--- src/hw/rtl/wide_char_integer_parser_macros.svh ---
// assertion macros for the wide character integer parser
`ifndef WIDE_CHAR_INTEGER_PARSER_MACROS_SVH
`define WIDE_CHAR_INTEGER_PARSER_MACROS_SVH

`ifndef SYNTH
`define WCIP_ASSERT(lbl, ante, cons, msg) \
  lbl: assert property (@(posedge clk_i) disable iff (!rst_ni) (ante) |-> (cons)) \
    else $error(msg);
`define WCIP_ASSERT_NEXT(lbl, ante, cons, msg) \
  lbl: assert property (@(posedge clk_i) disable iff (!rst_ni) (ante) |=> (cons)) \
    else $error(msg);
`else
`define WCIP_ASSERT(lbl, ante, cons, msg)
`define WCIP_ASSERT_NEXT(lbl, ante, cons, msg)
`endif

`endif

--- src/hw/rtl/wcip_pkg.sv ---
package wcip_pkg;

  localparam int unsigned OFFSET_BITS_DEF = 16;

  localparam int unsigned CH_W      = 32;
  localparam int unsigned NUM_W     = 64;
  localparam int unsigned BASE_W    = 6;
  localparam int unsigned DIG_W     = 6;
  localparam int unsigned ACC_W     = NUM_W + 7;
  localparam int unsigned END_W     = 16;
  localparam int unsigned STAT_W    = 2;
  localparam int unsigned CFG_IDX_W = 2;

  localparam logic [CFG_IDX_W-1:0] CFG_BASE   = 2'd0;
  localparam logic [CFG_IDX_W-1:0] CFG_SIGNED = 2'd1;

  localparam logic [STAT_W-1:0] STAT_OK       = 2'd0;
  localparam logic [STAT_W-1:0] STAT_RANGE    = 2'd1;
  localparam logic [STAT_W-1:0] STAT_BAD_BASE = 2'd2;

  localparam logic [NUM_W-1:0] LIM_POS = 64'h7fff_ffff_ffff_ffff;
  localparam logic [NUM_W-1:0] LIM_NEG = 64'h8000_0000_0000_0000;
  localparam logic [NUM_W-1:0] LIM_UNS = 64'hffff_ffff_ffff_ffff;

  localparam logic [BASE_W-1:0] BASE_RESET = 6'd10;
  localparam logic [BASE_W-1:0] BASE_AUTO  = 6'd0;
  localparam logic [BASE_W-1:0] BASE_ONE   = 6'd1;
  localparam logic [BASE_W-1:0] BASE_BIN   = 6'd2;
  localparam logic [BASE_W-1:0] BASE_OCT   = 6'd8;
  localparam logic [BASE_W-1:0] BASE_DEC   = 6'd10;
  localparam logic [BASE_W-1:0] BASE_HEX   = 6'd16;
  localparam logic [BASE_W-1:0] BASE_MAX   = 6'd36;

  localparam logic [CH_W-1:0] CASE_BIT = 32'h20;
  localparam logic [CH_W-1:0] CH_SPACE = 32'h20;
  localparam logic [CH_W-1:0] CH_TAB   = 32'h09;
  localparam logic [CH_W-1:0] CH_CR    = 32'h0d;
  localparam logic [CH_W-1:0] CH_0     = 32'h30;
  localparam logic [CH_W-1:0] CH_9     = 32'h39;
  localparam logic [CH_W-1:0] CH_A_LO  = 32'h61;
  localparam logic [CH_W-1:0] CH_Z_LO  = 32'h7a;
  localparam logic [CH_W-1:0] CH_B_LO  = 32'h62;
  localparam logic [CH_W-1:0] CH_X_LO  = 32'h78;
  localparam logic [CH_W-1:0] CH_MINUS = 32'h2d;
  localparam logic [CH_W-1:0] CH_PLUS  = 32'h2b;
  localparam logic [DIG_W-1:0] ALPHA_OFS = 6'd10;

  typedef enum logic [2:0] {
    PH_IDLE,
    PH_SPACE,
    PH_SIGNED,
    PH_ZERO,
    PH_X,
    PH_B,
    PH_DIGITS
  } phase_e;

  typedef enum logic [1:0] {
    CTL_READY,
    CTL_MAC,
    CTL_EMIT
  } ctl_e;

  typedef struct packed {
    logic             is_blank;
    logic             is_minus;
    logic             is_plus;
    logic             is_zero;
    logic             is_x;
    logic             is_b;
    logic             is_dec;
    logic             dig_ok;
    logic [DIG_W-1:0] dig;
  } cls_t;

  typedef struct packed {
    logic              start;
    logic [BASE_W-1:0] base;
    logic [DIG_W-1:0]  digit;
  } mac_req_t;

  typedef struct packed {
    logic done;
    logic ovf;
  } mac_rsp_t;

endpackage

--- src/hw/rtl/wcip_classify.sv ---
module wcip_classify (
  input  logic [wcip_pkg::CH_W-1:0] ch_i,
  output wcip_pkg::cls_t            cls_o
);
  import wcip_pkg::*;

  logic [CH_W-1:0] lower;
  logic [CH_W-1:0] sub_dec;
  logic [CH_W-1:0] sub_alpha;
  logic            is_alpha;

  assign lower     = ch_i | CASE_BIT;
  assign sub_dec   = ch_i - CH_0;
  assign sub_alpha = lower - CH_A_LO;
  assign is_alpha  = (lower >= CH_A_LO) && (lower <= CH_Z_LO);

  always_comb begin
    cls_o.is_blank = (ch_i == CH_SPACE) || ((ch_i >= CH_TAB) && (ch_i <= CH_CR));
    cls_o.is_minus = (ch_i == CH_MINUS);
    cls_o.is_plus  = (ch_i == CH_PLUS);
    cls_o.is_zero  = (ch_i == CH_0);
    cls_o.is_x     = (lower == CH_X_LO);
    cls_o.is_b     = (lower == CH_B_LO);
    cls_o.is_dec   = (ch_i >= CH_0) && (ch_i <= CH_9);
    cls_o.dig_ok   = cls_o.is_dec || is_alpha;
    if (cls_o.is_dec) begin
      cls_o.dig = sub_dec[DIG_W-1:0];
    end else if (is_alpha) begin
      cls_o.dig = sub_alpha[DIG_W-1:0] + ALPHA_OFS;
    end else begin
      cls_o.dig = '0;
    end
  end

endmodule

--- src/hw/rtl/wcip_mac.sv ---
module wcip_mac (
  input  logic                       clk_i,
  input  logic                       rst_ni,
  input  wcip_pkg::mac_req_t         req_i,
  input  logic [wcip_pkg::NUM_W-1:0] mag_i,
  input  logic [wcip_pkg::NUM_W-1:0] lim_i,
  output wcip_pkg::mac_rsp_t         rsp_o,
  output logic [wcip_pkg::NUM_W-1:0] mag_o
);
  import wcip_pkg::*;

  logic              busy_q;
  logic [ACC_W-1:0]  acc_q;
  logic [ACC_W-1:0]  m_q;
  logic [BASE_W-1:0] b_q;
  logic [NUM_W-1:0]  lim_q;

  // shift-add: one base bit per cycle, lsb first
  always_ff @(posedge clk_i or negedge rst_ni) begin
    if (!rst_ni) begin
      busy_q <= 1'b0;
    end else if (req_i.start) begin
      busy_q <= 1'b1;
    end else if (busy_q && (b_q == '0)) begin
      busy_q <= 1'b0;
    end
  end

  always_ff @(posedge clk_i) begin
    if (req_i.start) begin
      acc_q <= ACC_W'(req_i.digit);
      m_q   <= ACC_W'(mag_i);
      b_q   <= req_i.base;
      lim_q <= lim_i;
    end else if (busy_q && (b_q != '0)) begin
      if (b_q[0]) begin
        acc_q <= acc_q + m_q;
      end
      m_q <= m_q << 1;
      b_q <= b_q >> 1;
    end
  end

  assign rsp_o.done = busy_q && (b_q == '0);
  assign rsp_o.ovf  = acc_q > ACC_W'(lim_q);
  assign mag_o      = acc_q[NUM_W-1:0];

endmodule

--- src/hw/rtl/wide_char_integer_parser.sv ---
// Streaming wide-character string-to-integer converter (strtol style, 64 bit). Characters
// of a string arrive one per transaction, first_i marking the start of a new string; one
// result transaction follows the first character that cannot be consumed (NUL always ends
// the string), or the first character at once when the base register is invalid. Base is
// latched at the first character; is_signed is used live. Write configuration only while
// idle. A digit goes through a shared shift-add unit that handles one base bit per cycle
// plus a final overflow compare, with the input stalled meanwhile; whitespace, sign and
// prefix characters bypass it. The terminating character passes through an emit step,
// which waits while a previous result is still held on the output.
`include "wide_char_integer_parser_macros.svh"

module wide_char_integer_parser #(
  parameter int unsigned OFFSET_BITS = wcip_pkg::OFFSET_BITS_DEF
) (
  input  logic                           clk_i,
  input  logic                           rst_ni,
  input  logic                           cfg_we_i,
  input  logic [wcip_pkg::CFG_IDX_W-1:0] cfg_index_i,
  input  logic [wcip_pkg::BASE_W-1:0]    cfg_data_i,
  input  logic                           in_valid_i,
  output logic                           in_stall_o,
  input  logic [wcip_pkg::CH_W-1:0]      ch_i,
  input  logic                           first_i,
  output logic                           out_valid_o,
  input  logic                           out_stall_i,
  output logic [wcip_pkg::NUM_W-1:0]     number_o,
  output logic [wcip_pkg::END_W-1:0]     end_offset_o,
  output logic [wcip_pkg::STAT_W-1:0]    status_o,
  output logic                           converted_o
);
  import wcip_pkg::*;

  localparam logic [OFFSET_BITS-1:0] IDX_MAX = {OFFSET_BITS{1'b1}};

  logic [BASE_W-1:0]      base_q;
  logic                   signed_q;
  ctl_e                   ctl_q, ctl_d;
  phase_e                 phase_q, phase_d;
  logic [NUM_W-1:0]       mag_q, mag_d;
  logic                   neg_q, neg_d;
  logic                   ovf_q, ovf_d;
  logic                   dseen_q, dseen_d;
  logic [OFFSET_BITS-1:0] idx_q, idx_d;
  logic [BASE_W-1:0]      wb_q, wb_d;
  logic [OFFSET_BITS-1:0] end_q, end_d;
  logic                   bad_q, bad_d;

  logic                   out_valid_q;
  logic [NUM_W-1:0]       number_q;
  logic [END_W-1:0]       end_offset_q;
  logic [STAT_W-1:0]      status_q;
  logic                   converted_q;

  cls_t                   cls;
  mac_req_t               mac_req;
  mac_rsp_t               mac_rsp;
  logic [NUM_W-1:0]       mac_mag;
  logic [NUM_W-1:0]       limit;

  logic                   accept;
  logic                   run;
  phase_e                 ph_cur;
  logic                   want_sig;
  logic                   do_feed;
  logic [BASE_W-1:0]      feed_base;
  logic                   go_emit;
  logic [OFFSET_BITS-1:0] idx_inc;
  logic [OFFSET_BITS-1:0] idx_prev;
  logic                   out_free;
  logic                   load;
  logic [NUM_W-1:0]       num_res;
  logic [OFFSET_BITS+END_W-1:0] end_ext;

  wcip_classify u_classify (
    .ch_i  (ch_i),
    .cls_o (cls)
  );

  wcip_mac u_mac (
    .clk_i  (clk_i),
    .rst_ni (rst_ni),
    .req_i  (mac_req),
    .mag_i  (mag_d),
    .lim_i  (limit),
    .rsp_o  (mac_rsp),
    .mag_o  (mac_mag)
  );

  always_ff @(posedge clk_i or negedge rst_ni) begin
    if (!rst_ni) begin
      base_q   <= BASE_RESET;
      signed_q <= 1'b1;
    end else if (cfg_we_i) begin
      case (cfg_index_i)
        CFG_BASE:   base_q   <= cfg_data_i;
        CFG_SIGNED: signed_q <= cfg_data_i[0];
        default: ;
      endcase
    end
  end

  assign accept   = in_valid_i && !in_stall_o;
  assign idx_inc  = (idx_q == IDX_MAX) ? idx_q : idx_q + OFFSET_BITS'(1);
  assign idx_prev = ((idx_inc == IDX_MAX) || (idx_inc == '0)) ? idx_inc
                                                              : idx_inc - OFFSET_BITS'(1);
  assign limit    = !signed_q ? LIM_UNS : (neg_d ? LIM_NEG : LIM_POS);

  // parse state update
  always_comb begin
    phase_d   = phase_q;
    mag_d     = mag_q;
    neg_d     = neg_q;
    ovf_d     = ovf_q;
    dseen_d   = dseen_q;
    idx_d     = idx_q;
    wb_d      = wb_q;
    end_d     = end_q;
    bad_d     = bad_q;
    run       = 1'b0;
    ph_cur    = phase_q;
    want_sig  = 1'b0;
    do_feed   = 1'b0;
    feed_base = wb_q;
    go_emit   = 1'b0;
    mac_req   = '{start: 1'b0, base: wb_q, digit: cls.dig};

    if (ctl_q == CTL_MAC && mac_rsp.done) begin
      if (mac_rsp.ovf) begin
        ovf_d = 1'b1;
      end else begin
        mag_d = mac_mag;
      end
    end

    if (accept) begin
      if (first_i) begin
        mag_d   = '0;
        neg_d   = 1'b0;
        ovf_d   = 1'b0;
        dseen_d = 1'b0;
        idx_d   = '0;
        wb_d    = base_q;
        if ((base_q == BASE_ONE) || (base_q > BASE_MAX)) begin
          go_emit = 1'b1;
          bad_d   = 1'b1;
          end_d   = '0;
          phase_d = PH_IDLE;
        end else begin
          run    = 1'b1;
          ph_cur = PH_SPACE;
        end
      end else if (phase_q != PH_IDLE) begin
        idx_d = idx_inc;
        run   = 1'b1;
      end
    end

    if (run) begin
      case (ph_cur)
        PH_SPACE: begin
          if (cls.is_blank) begin
            phase_d = PH_SPACE;
          end else if (cls.is_minus || cls.is_plus) begin
            neg_d   = cls.is_minus;
            phase_d = PH_SIGNED;
          end else begin
            want_sig = 1'b1;
          end
        end
        PH_SIGNED: begin
          want_sig = 1'b1;
        end
        PH_ZERO: begin
          if (cls.is_x && ((wb_d == BASE_AUTO) || (wb_d == BASE_HEX))) begin
            phase_d = PH_X;
          end else if (cls.is_b && ((wb_d == BASE_AUTO) || (wb_d == BASE_BIN))) begin
            phase_d = PH_B;
          end else begin
            dseen_d   = 1'b1;
            do_feed   = 1'b1;
            feed_base = (wb_d == BASE_AUTO) ? BASE_OCT : wb_d;
          end
        end
        PH_X: begin
          if (cls.dig_ok && (cls.dig < BASE_HEX)) begin
            do_feed   = 1'b1;
            feed_base = BASE_HEX;
          end else begin
            dseen_d = 1'b1;
            go_emit = 1'b1;
            bad_d   = 1'b0;
            end_d   = idx_prev;
            phase_d = PH_IDLE;
          end
        end
        PH_B: begin
          if (cls.is_dec) begin
            do_feed   = 1'b1;
            feed_base = BASE_BIN;
          end else begin
            dseen_d = 1'b1;
            go_emit = 1'b1;
            bad_d   = 1'b0;
            end_d   = idx_prev;
            phase_d = PH_IDLE;
          end
        end
        PH_DIGITS: begin
          do_feed   = 1'b1;
          feed_base = wb_d;
        end
        default: begin
          phase_d = PH_IDLE;
        end
      endcase
    end

    if (want_sig) begin
      if (cls.is_zero && ((wb_d == BASE_AUTO) || (wb_d == BASE_HEX) ||
                          (wb_d == BASE_BIN))) begin
        phase_d = PH_ZERO;
      end else begin
        do_feed   = 1'b1;
        feed_base = (wb_d == BASE_AUTO) ? BASE_DEC : wb_d;
      end
    end

    if (do_feed) begin
      wb_d    = feed_base;
      phase_d = PH_DIGITS;
      if (cls.dig_ok && (cls.dig < feed_base)) begin
        dseen_d       = 1'b1;
        mac_req.start = !ovf_d;
        mac_req.base  = feed_base;
      end else begin
        go_emit = 1'b1;
        bad_d   = 1'b0;
        end_d   = idx_d;
        phase_d = PH_IDLE;
      end
    end
  end

  always_ff @(posedge clk_i or negedge rst_ni) begin
    if (!rst_ni) begin
      ctl_q   <= CTL_READY;
      phase_q <= PH_IDLE;
      mag_q   <= '0;
      neg_q   <= 1'b0;
      ovf_q   <= 1'b0;
      dseen_q <= 1'b0;
      idx_q   <= '0;
      wb_q    <= '0;
      bad_q   <= 1'b0;
    end else begin
      ctl_q   <= ctl_d;
      phase_q <= phase_d;
      mag_q   <= mag_d;
      neg_q   <= neg_d;
      ovf_q   <= ovf_d;
      dseen_q <= dseen_d;
      idx_q   <= idx_d;
      wb_q    <= wb_d;
      bad_q   <= bad_d;
    end
  end

  always_ff @(posedge clk_i) begin
    end_q <= end_d;
  end

  assign out_free = !out_valid_q || !out_stall_i;

  // sequencer next state
  always_comb begin
    ctl_d = ctl_q;
    case (ctl_q)
      CTL_READY: begin
        if (mac_req.start) begin
          ctl_d = CTL_MAC;
        end else if (go_emit) begin
          ctl_d = CTL_EMIT;
        end
      end
      CTL_MAC: begin
        if (mac_rsp.done) begin
          ctl_d = CTL_READY;
        end
      end
      CTL_EMIT: begin
        if (out_free) begin
          ctl_d = CTL_READY;
        end
      end
      default: ctl_d = CTL_READY;
    endcase
  end

  // sequencer outputs
  always_comb begin
    in_stall_o = 1'b1;
    load       = 1'b0;
    case (ctl_q)
      CTL_READY: in_stall_o = 1'b0;
      CTL_MAC:   in_stall_o = 1'b1;
      CTL_EMIT:  load       = out_free;
      default:   in_stall_o = 1'b1;
    endcase
  end

  assign end_ext = (OFFSET_BITS + END_W)'(end_q);

  always_comb begin
    if (bad_q) begin
      num_res = '0;
    end else if (ovf_q) begin
      num_res = !signed_q ? LIM_UNS : (neg_q ? LIM_NEG : LIM_POS);
    end else begin
      num_res = neg_q ? (NUM_W'(0) - mag_q) : mag_q;
    end
  end

  always_ff @(posedge clk_i or negedge rst_ni) begin
    if (!rst_ni) begin
      out_valid_q <= 1'b0;
    end else if (load) begin
      out_valid_q <= 1'b1;
    end else if (!out_stall_i) begin
      out_valid_q <= 1'b0;
    end
  end

  always_ff @(posedge clk_i) begin
    if (load) begin
      number_q     <= num_res;
      end_offset_q <= (!bad_q && dseen_q) ? end_ext[END_W-1:0] : '0;
      status_q     <= bad_q ? STAT_BAD_BASE : (ovf_q ? STAT_RANGE : STAT_OK);
      converted_q  <= !bad_q && dseen_q;
    end
  end

  assign out_valid_o  = out_valid_q;
  assign number_o     = number_q;
  assign end_offset_o = end_offset_q;
  assign status_o     = status_q;
  assign converted_o  = converted_q;

  `WCIP_ASSERT_NEXT(a_mac_returns, (ctl_q == CTL_MAC) && mac_rsp.done, ctl_q == CTL_READY, "sequencer missed mac completion")
  `WCIP_ASSERT(a_mac_idle, mac_rsp.done, ctl_q == CTL_MAC, "mac completion outside mac state")
  `WCIP_ASSERT(a_load_from_emit, $rose(out_valid_o), $past(ctl_q == CTL_EMIT), "result without emit step")
  `WCIP_ASSERT(a_no_conv_no_end, out_valid_o && !converted_o, end_offset_o == '0, "end offset without conversion")
  `WCIP_ASSERT(a_bad_base_zero, out_valid_o && (status_o == STAT_BAD_BASE), (number_o == '0) && !converted_o, "invalid base result not cleared")

endmodule

--- config.mk ---
export PLATFORM = sky130hd
export DESIGN_NAME = wide_char_integer_parser
export DESIGN_NICKNAME = d
export VERILOG_FILES = /design/src/hw/rtl/wcip_pkg.sv /design/src/hw/rtl/wcip_classify.sv /design/src/hw/rtl/wcip_mac.sv /design/src/hw/rtl/wide_char_integer_parser.sv
export VERILOG_INCLUDE_DIRS = /design/src /design/src/hw/rtl
export SDC_FILE = /design/constraint.sdc
export NUM_CORES = 1
export LEC_CHECK = 0
export ABC_AREA = 0
export ABC_CLOCK_PERIOD_IN_PS = 13450
export BUFFER_PORTS_ARGS = -buffer_cell sky130_fd_sc_hd__buf_2
export CAP_MARGIN = 40
export CORE_UTILIZATION = 60
export DETAILED_ROUTE_END_ITERATION = 6
export PLACE_DENSITY = 0.78
export SYNTH_ARGS = -nofsm -noshare
export SYNTH_HDL_FRONTEND = slang
export SYNTH_HIERARCHICAL = 1
export SYNTH_SLANG_ARGS = --single-unit
--- constraint.sdc ---
create_clock -name clk_i -period 13.45 [get_ports clk_i]
set_input_delay 2.69 -clock clk_i [delete_from_list [all_inputs] [get_ports clk_i]]
set_output_delay 2.69 -clock clk_i [all_outputs]
set_load 0.02 [all_outputs]
Word level (Yosys, flattened, before mapping)
Index checks and enable logic that the tools add are counted.
{ "word_totals": {"regBits": 415, "output_inout_bits": 85, "wordCells": 238} }
{ "op_classes": {"order_cmp": 10, "n_reduce_logical": 42, "n_mux": 131, "n_addsub": 7, "n_eq_ne": 24} }
{ "op_table": {"columns": ["cell", "count"], "rows": [
  ["2-to-1 mux 64 bit", 11],
  ["2-to-1 mux 16 bit", 13],
  ["== test 32 x 6 -> 1 bit (second input constant)", 4],
  ["2-to-1 mux 6 bit", 19],
  ["adder 71 bit", 1],
  ["greater-than comparator 71 x 64 -> 1 bit", 1],
  ["subtractor 1 x 64 -> 64 bit (first input constant)", 1],
  ["== test 31 x 6 -> 1 bit (second input constant)", 2],
  ["2-to-1 mux 1 bit", 56],
  ["2-to-1 mux 3 bit", 17],
  ["== test 16 bit (second input constant)", 2],
  ["greater-or-equal comparator 32 x 4 -> 1 bit (second input constant)", 1],
  ["greater-or-equal comparator 32 x 6 -> 1 bit (second input constant)", 1],
  ["greater-or-equal comparator 32 x 7 -> 1 bit (second input constant)", 1],
  ["less-or-equal comparator 32 x 4 -> 1 bit (second input constant)", 1],
  ["less-or-equal comparator 32 x 6 -> 1 bit (second input constant)", 1],
  ["less-or-equal comparator 32 x 7 -> 1 bit (second input constant)", 1],
  ["one-hot mux 16 bit (2 select lines)", 1],
  ["one-hot mux 6 bit (4 select lines)", 1],
  ["adder 16 x 1 -> 16 bit (second input constant)", 1],
  ["zero test 16 bit", 1],
  ["subtractor 16 x 1 -> 16 bit (second input constant)", 1],
  ["one-hot mux 3 bit (5 select lines)", 1],
  ["2-to-1 mux 7 bit", 2],
  ["32 further kinds", 73]
]} }

Logic depth before layout (Yosys ltp)
{ "logic_depth": {"word_depth": 19, "mapped_depth": 30} }

By module
The synthesis kept the hierarchy.
{ "modules_own_cells": {"columns": ["module", "cells_each", "n_inst", "area_each_um2"], "rows": [
  ["wcip_mac", 1412, 1, 13789.5],
  ["wide_char_integer_parser", 1188, 1, 11162.0],
  ["wcip_classify", 79, 1, 486.7]
]} }

Least setup slack after synthesis
OpenSTA, ideal clock, no wires.
{ "synth_path": {"path_type": "input-to-reg", "from": "input ch_i[21] in the netlist's numbering", "to": "register u_mac.b_q[0], enable pin", "path_buffers": 4, "cell_stages": 25, "setup_slack_ns": 0.918, "setup_ns": 0.440, "arrival_ns": 12.092, "path_cell_list": "nor4_1 > nand4_1 > nor4_4 > o221ai_2 > nand2_1 > nor4b_1 > a21oi_1 > a31oi_1 > nand2_1 > o21ai_0 > o31ai_1 > o21ai_0 > ha_1 > a21oi_1 > nor2b_1 > o21ai_0 > nand3b_1 > o41a_1 > or2_1 > buf_2 > nor2_1 > clkbuf_1 > clkbuf_1 > clkbuf_1 > nand2b_1"} }
{ "synth_rtl": {"columns": ["element", "line", "rtl"], "rows": [
  ["start: declaration", "wide_char_integer_parser.sv:22", "input logic [wcip_pkg::CH_W-1:0] ch_i,"],
  ["end signal: assignment", "wcip_mac.sv:33", "b_q <= req_i.base;"],
  ["end signal: assignment", "wcip_mac.sv:40", "b_q <= b_q >> 1;"],
  ["end: declaration", "wcip_mac.sv:15", "logic [BASE_W-1:0] b_q;"]
]} }

==> flow_metrics.env <==
export IMPL_syn_inst=2679
export IMPL_routed_wl_mm=66.4
export IMPL_synth_edf_count=223
export IMPL_cts_htree_levels=2
export IMPL_clock_sinks=415
export IMPL_grt_ovfl_total=0
export IMPL_synth_flop_cell="edfxtp_1"
export IMPL_yosysWarnings=6
export IMPL_grt_pass1_vias=19700
export IMPL_syn_area_um2=25400
export IMPL_slew_headroom=0.376
export IMPL_ys_types=106
export IMPL_post_cts_buffers=0
export IMPL_cts_hold_buffers_added=0
export IMPL_fin_crit_ns=8.89
export IMPL_crit_path_max_incr_delay_ns=0.61
export IMPL_skew_ns=0.0340
export IMPL_cp_top_family="compound AO/OA/AOI/OAI gates"
export IMPL_p_leak_nw=10.8
export IMPL_final_area_um2=27600
export IMPL_die_w_um=208
export IMPL_cts_max_path_buffers=3
export IMPL_seqCellArea_um2=11100
export IMPL_num_io_pins=131
export IMPL_arrival_ns=9.36
export IMPL_status="completed"
export IMPL_max_freq_ghz=0.112
export IMPL_cts_tree="built"
export IMPL_use_met3=0.0337
export IMPL_synthArstFlopShare=0.251
export IMPL_synth_seq_area_share=0.435
export IMPL_hpwl_mm=47.3
export IMPL_yosys_area_top_type_share=0.263
export IMPL_cts_root_buf="clkbuf_16"
export IMPL_seqPwrFrac=0.465
export IMPL_p_int_mw=2.30
export IMPL_die_h_um=208
export IMPL_clock_latency_ns=0.59
export IMPL_fin_tns_setup_ns=0
export IMPL_power_switching_uw=902
export IMPL_wl_per_cell_um=20.3
export IMPL_p_comb_frac=0.147
export IMPL_syn_to_final_growth_pct=8.55
export IMPL_worstMarginPinSlew_ns=0.936
export IMPL_io_buffers=130
export IMPL_holdCritPathClass="flip-flop to flip-flop"
export IMPL_start_util=0.608
export IMPL_required_ns=13.92
export IMPL_num_vias=20400
export IMPL_via_per_inst=6.26
export IMPL_drv_cap=0
export IMPL_row_count=75
export IMPL_place_congestion=0.956
export IMPL_layout_drive_gt1_share=0.139
export IMPL_setup_viol=0
export IMPL_worstSetupStartpointType="input port"
export IMPL_synth_area_top_cells="edfxtp_1 (26%), dfrtp_1 (9.9%), ha_1 (7.4%)"
export IMPL_critPathSlowestCell="o41a_1"
export IMPL_ys_ff_latch=415
export IMPL_pwr_density_cell_nw_per_um2=116
export IMPL_grt_met1_usage=0.429
export IMPL_critPathBufInv=3
export IMPL_fin_nets=2886
export IMPL_drtIter0Drc=1947
export IMPL_grt_max_degree=121
export IMPL_coreArea_um2=41900
export IMPL_dr_pass1_iters=6
export IMPL_grt_usage=0.305
export IMPL_drcViolationCount=0
export IMPL_drtAntennaViolNets=0
export IMPL_cpMostUsedCell="o21ai_0"
export IMPL_final_hold_viol_count=0
export IMPL_crit_type="input port to flip-flop"
export IMPL_fillers=3325
export IMPL_use_met2=0.495
export IMPL_antenna_cells=0
export IMPL_place_area_um2=26100
export IMPL_busiest_layer="met2"
export IMPL_period_share=0.661
export IMPL_numCtsBuffers=43
export IMPL_cts_resized=0
export IMPL_syn_num_nets=2877
export IMPL_rsz0062_at_grt="false"
export IMPL_critPathMaxFanout=120
export IMPL_path_clk_slew_ns=0.07
export IMPL_antenna_found_initial=0
export IMPL_syn_avg_cell_area_um2=9.50
export IMPL_vdd_drop_max_mv=0.0914
export IMPL_slew_violations=0
export IMPL_synth_top_cell_by_area="edfxtp_1"
export IMPL_grt_pass1_wl_mm=106
export IMPL_clock_power_share=0.388
export IMPL_multi_input_area_um2=13000
export IMPL_sw_frac_of_total=0.282
export IMPL_die_area_um2=43200
export IMPL_cp_end_kind="flip-flop"
[state kept, by name, summed over array words and instances (netlist names), 3 cells and up]
register	count
u_mac/lim_q	64
number_o	64
idx_q	16
wb_q	6
phase_q	3
end_offset_o	16
base_q	6
u_mac/b_q	6
end_q	16
u_mac/m_q	71
mag_q	64
u_mac/acc_q	71
[synthesized netlist by cell type (5+ instances only)]
cell,count
o21ai_0,142
nor2_1,127
clkbuf_1,103
inv_1,103
mux2_4,5
o21a_1,18
or2_2,5
o31ai_1,26
a31oi_1,16
nand2_1,374
o41ai_1,17
xnor2_1,52
buf_2,17
a21oi_1,295
nand4_1,56
mux2i_1,24
buf_1,6
xor2_1,87
o21bai_1,21
or3_1,14
edfxtp_1,223
a211oi_1,19
ha_1,151
nand3_1,33
nand2b_1,18
o211ai_1,12
a21o_1,63
nor4_1,18
dfxtp_1,88
mux2_2,86
or4_1,19
nor3_1,38
and2_1,30
nor2b_1,19
dfrtp_1,101
a22oi_1,13
a21oi_2,5
and3_1,22
and4_1,7
buf_4,64
o21ai_1,29
[cell usage in the layout (no fill, tap or decap), types with 86 or more instances in the layout]
cell type | Yosys | layout
nand2_1 | 374 | 374
a21oi_1 | 295 | 294
edfxtp_1 | 223 | 223
ha_1 | 151 | 151
o21ai_0 | 142 | 142
buf_2 | 17 | 129
nor2_1 | 127 | 124
inv_1 | 103 | 102
dfrtp_1 | 101 | 100
dfxtp_1 | 88 | 88
xor2_1 | 87 | 87
mux2_2 | 86 | 86
[metal layers]
metal / vias up / wire length (um)
met5: - / 0
met4: 0 / 1710
met3: 120 / 4390
met2: 747 / 31000
met1: 9863 / 29200
li1: 9695 / -
[layout make-up]
class                      count  area share
inverter                     104      0.0141
clock buffer                  54      0.0442
tap                          539      0.0244
clock inverter                26     0.00952
multi-input combinational   1967       0.472
timing repair buffer         157      0.0348
sequential                   415       0.401
[through the flow]
step | cells | util | worst slack, ns | hold slack (ns) | power, mW
2_1_floorplan | 2679 | - | 0.918 | 0.442 | 1.82
3_3_place_gp | 3174 | 0.621 | 4.05 | 0.460 | 1.96
3_5_place_dp | 3182 | 0.624 | 4.10 | 0.468 | 1.98
4_1_cts | 3262 | 0.660 | 4.71 | 0.473 | 3.21
5_1_grt | 3262 | 0.660 | 4.12 | 0.492 | 3.31
6_report | 3262 | 0.660 | 4.56 | 0.476 | 3.20
[power by group through the flow]
| stage | Sequential (mW) | Clock, mW | Combinational (mW) |
|---|---|---|---|
| after CTS | 1.49 | 1.26 | 0.467 |
| after detailed placement | 1.51 | 0 | 0.465 |
| final | 1.49 | 1.24 | 0.470 |
| after global placement | 1.51 | 0 | 0.452 |
| after floorplan | 1.54 | 0 | 0.277 |
| after global routing | 1.50 | 1.31 | 0.509 |
[worst register-to-register path, delay by kind of cell (launching register included)]
family	cells	cell delay, ns
AND/OR/NAND/NOR	9	2.56
buffers and inverters	3	0.96
AO/OA/AOI/OAI	8	1.96
flip-flops	1	0.45
adder cells (fa/ha/maj)	1	0.33
[kinds of logic (layout without fill, tap and decap cells)]
logic type,Yosys count,after routing,synth area share
simple gates,812,812,0.153
compound gates,748,748,0.184
flops,415,415,0.435
buf+inv,297,341,0.0550
fa+ha+maj,152,152,0.0751
xor+xnor,139,139,0.0479
mux,116,116,0.0509
[path summary, 6_finish.rpt]
path                                                   start                      endpoint  slack, ns  cells after the start
worst min-delay path            u_mac/acc_q[65]$_SDFFE_PP0P_  u_mac/acc_q[65]$_SDFFE_PP0P_       0.48                      2
worst min register to register  u_mac/acc_q[65]$_SDFFE_PP0P_  u_mac/acc_q[65]$_SDFFE_PP0P_       0.48                      2
worst max register to register          ctl_q[1]$_DFFE_PN0P_  u_mac/acc_q[69]$_SDFFE_PP0P_       7.07                     21
max in group asynchronous                             rst_ni               bad_q$_DFF_PN0_       9.90                      2
min in group asynchronous                             rst_ni       out_valid_o$_DFFE_PN0P_       2.23                      1
worst max-delay path                                ch_i[21]  u_mac/acc_q[69]$_SDFFE_PP0P_       4.56                     26
Power figures use the tool's default switching activity.
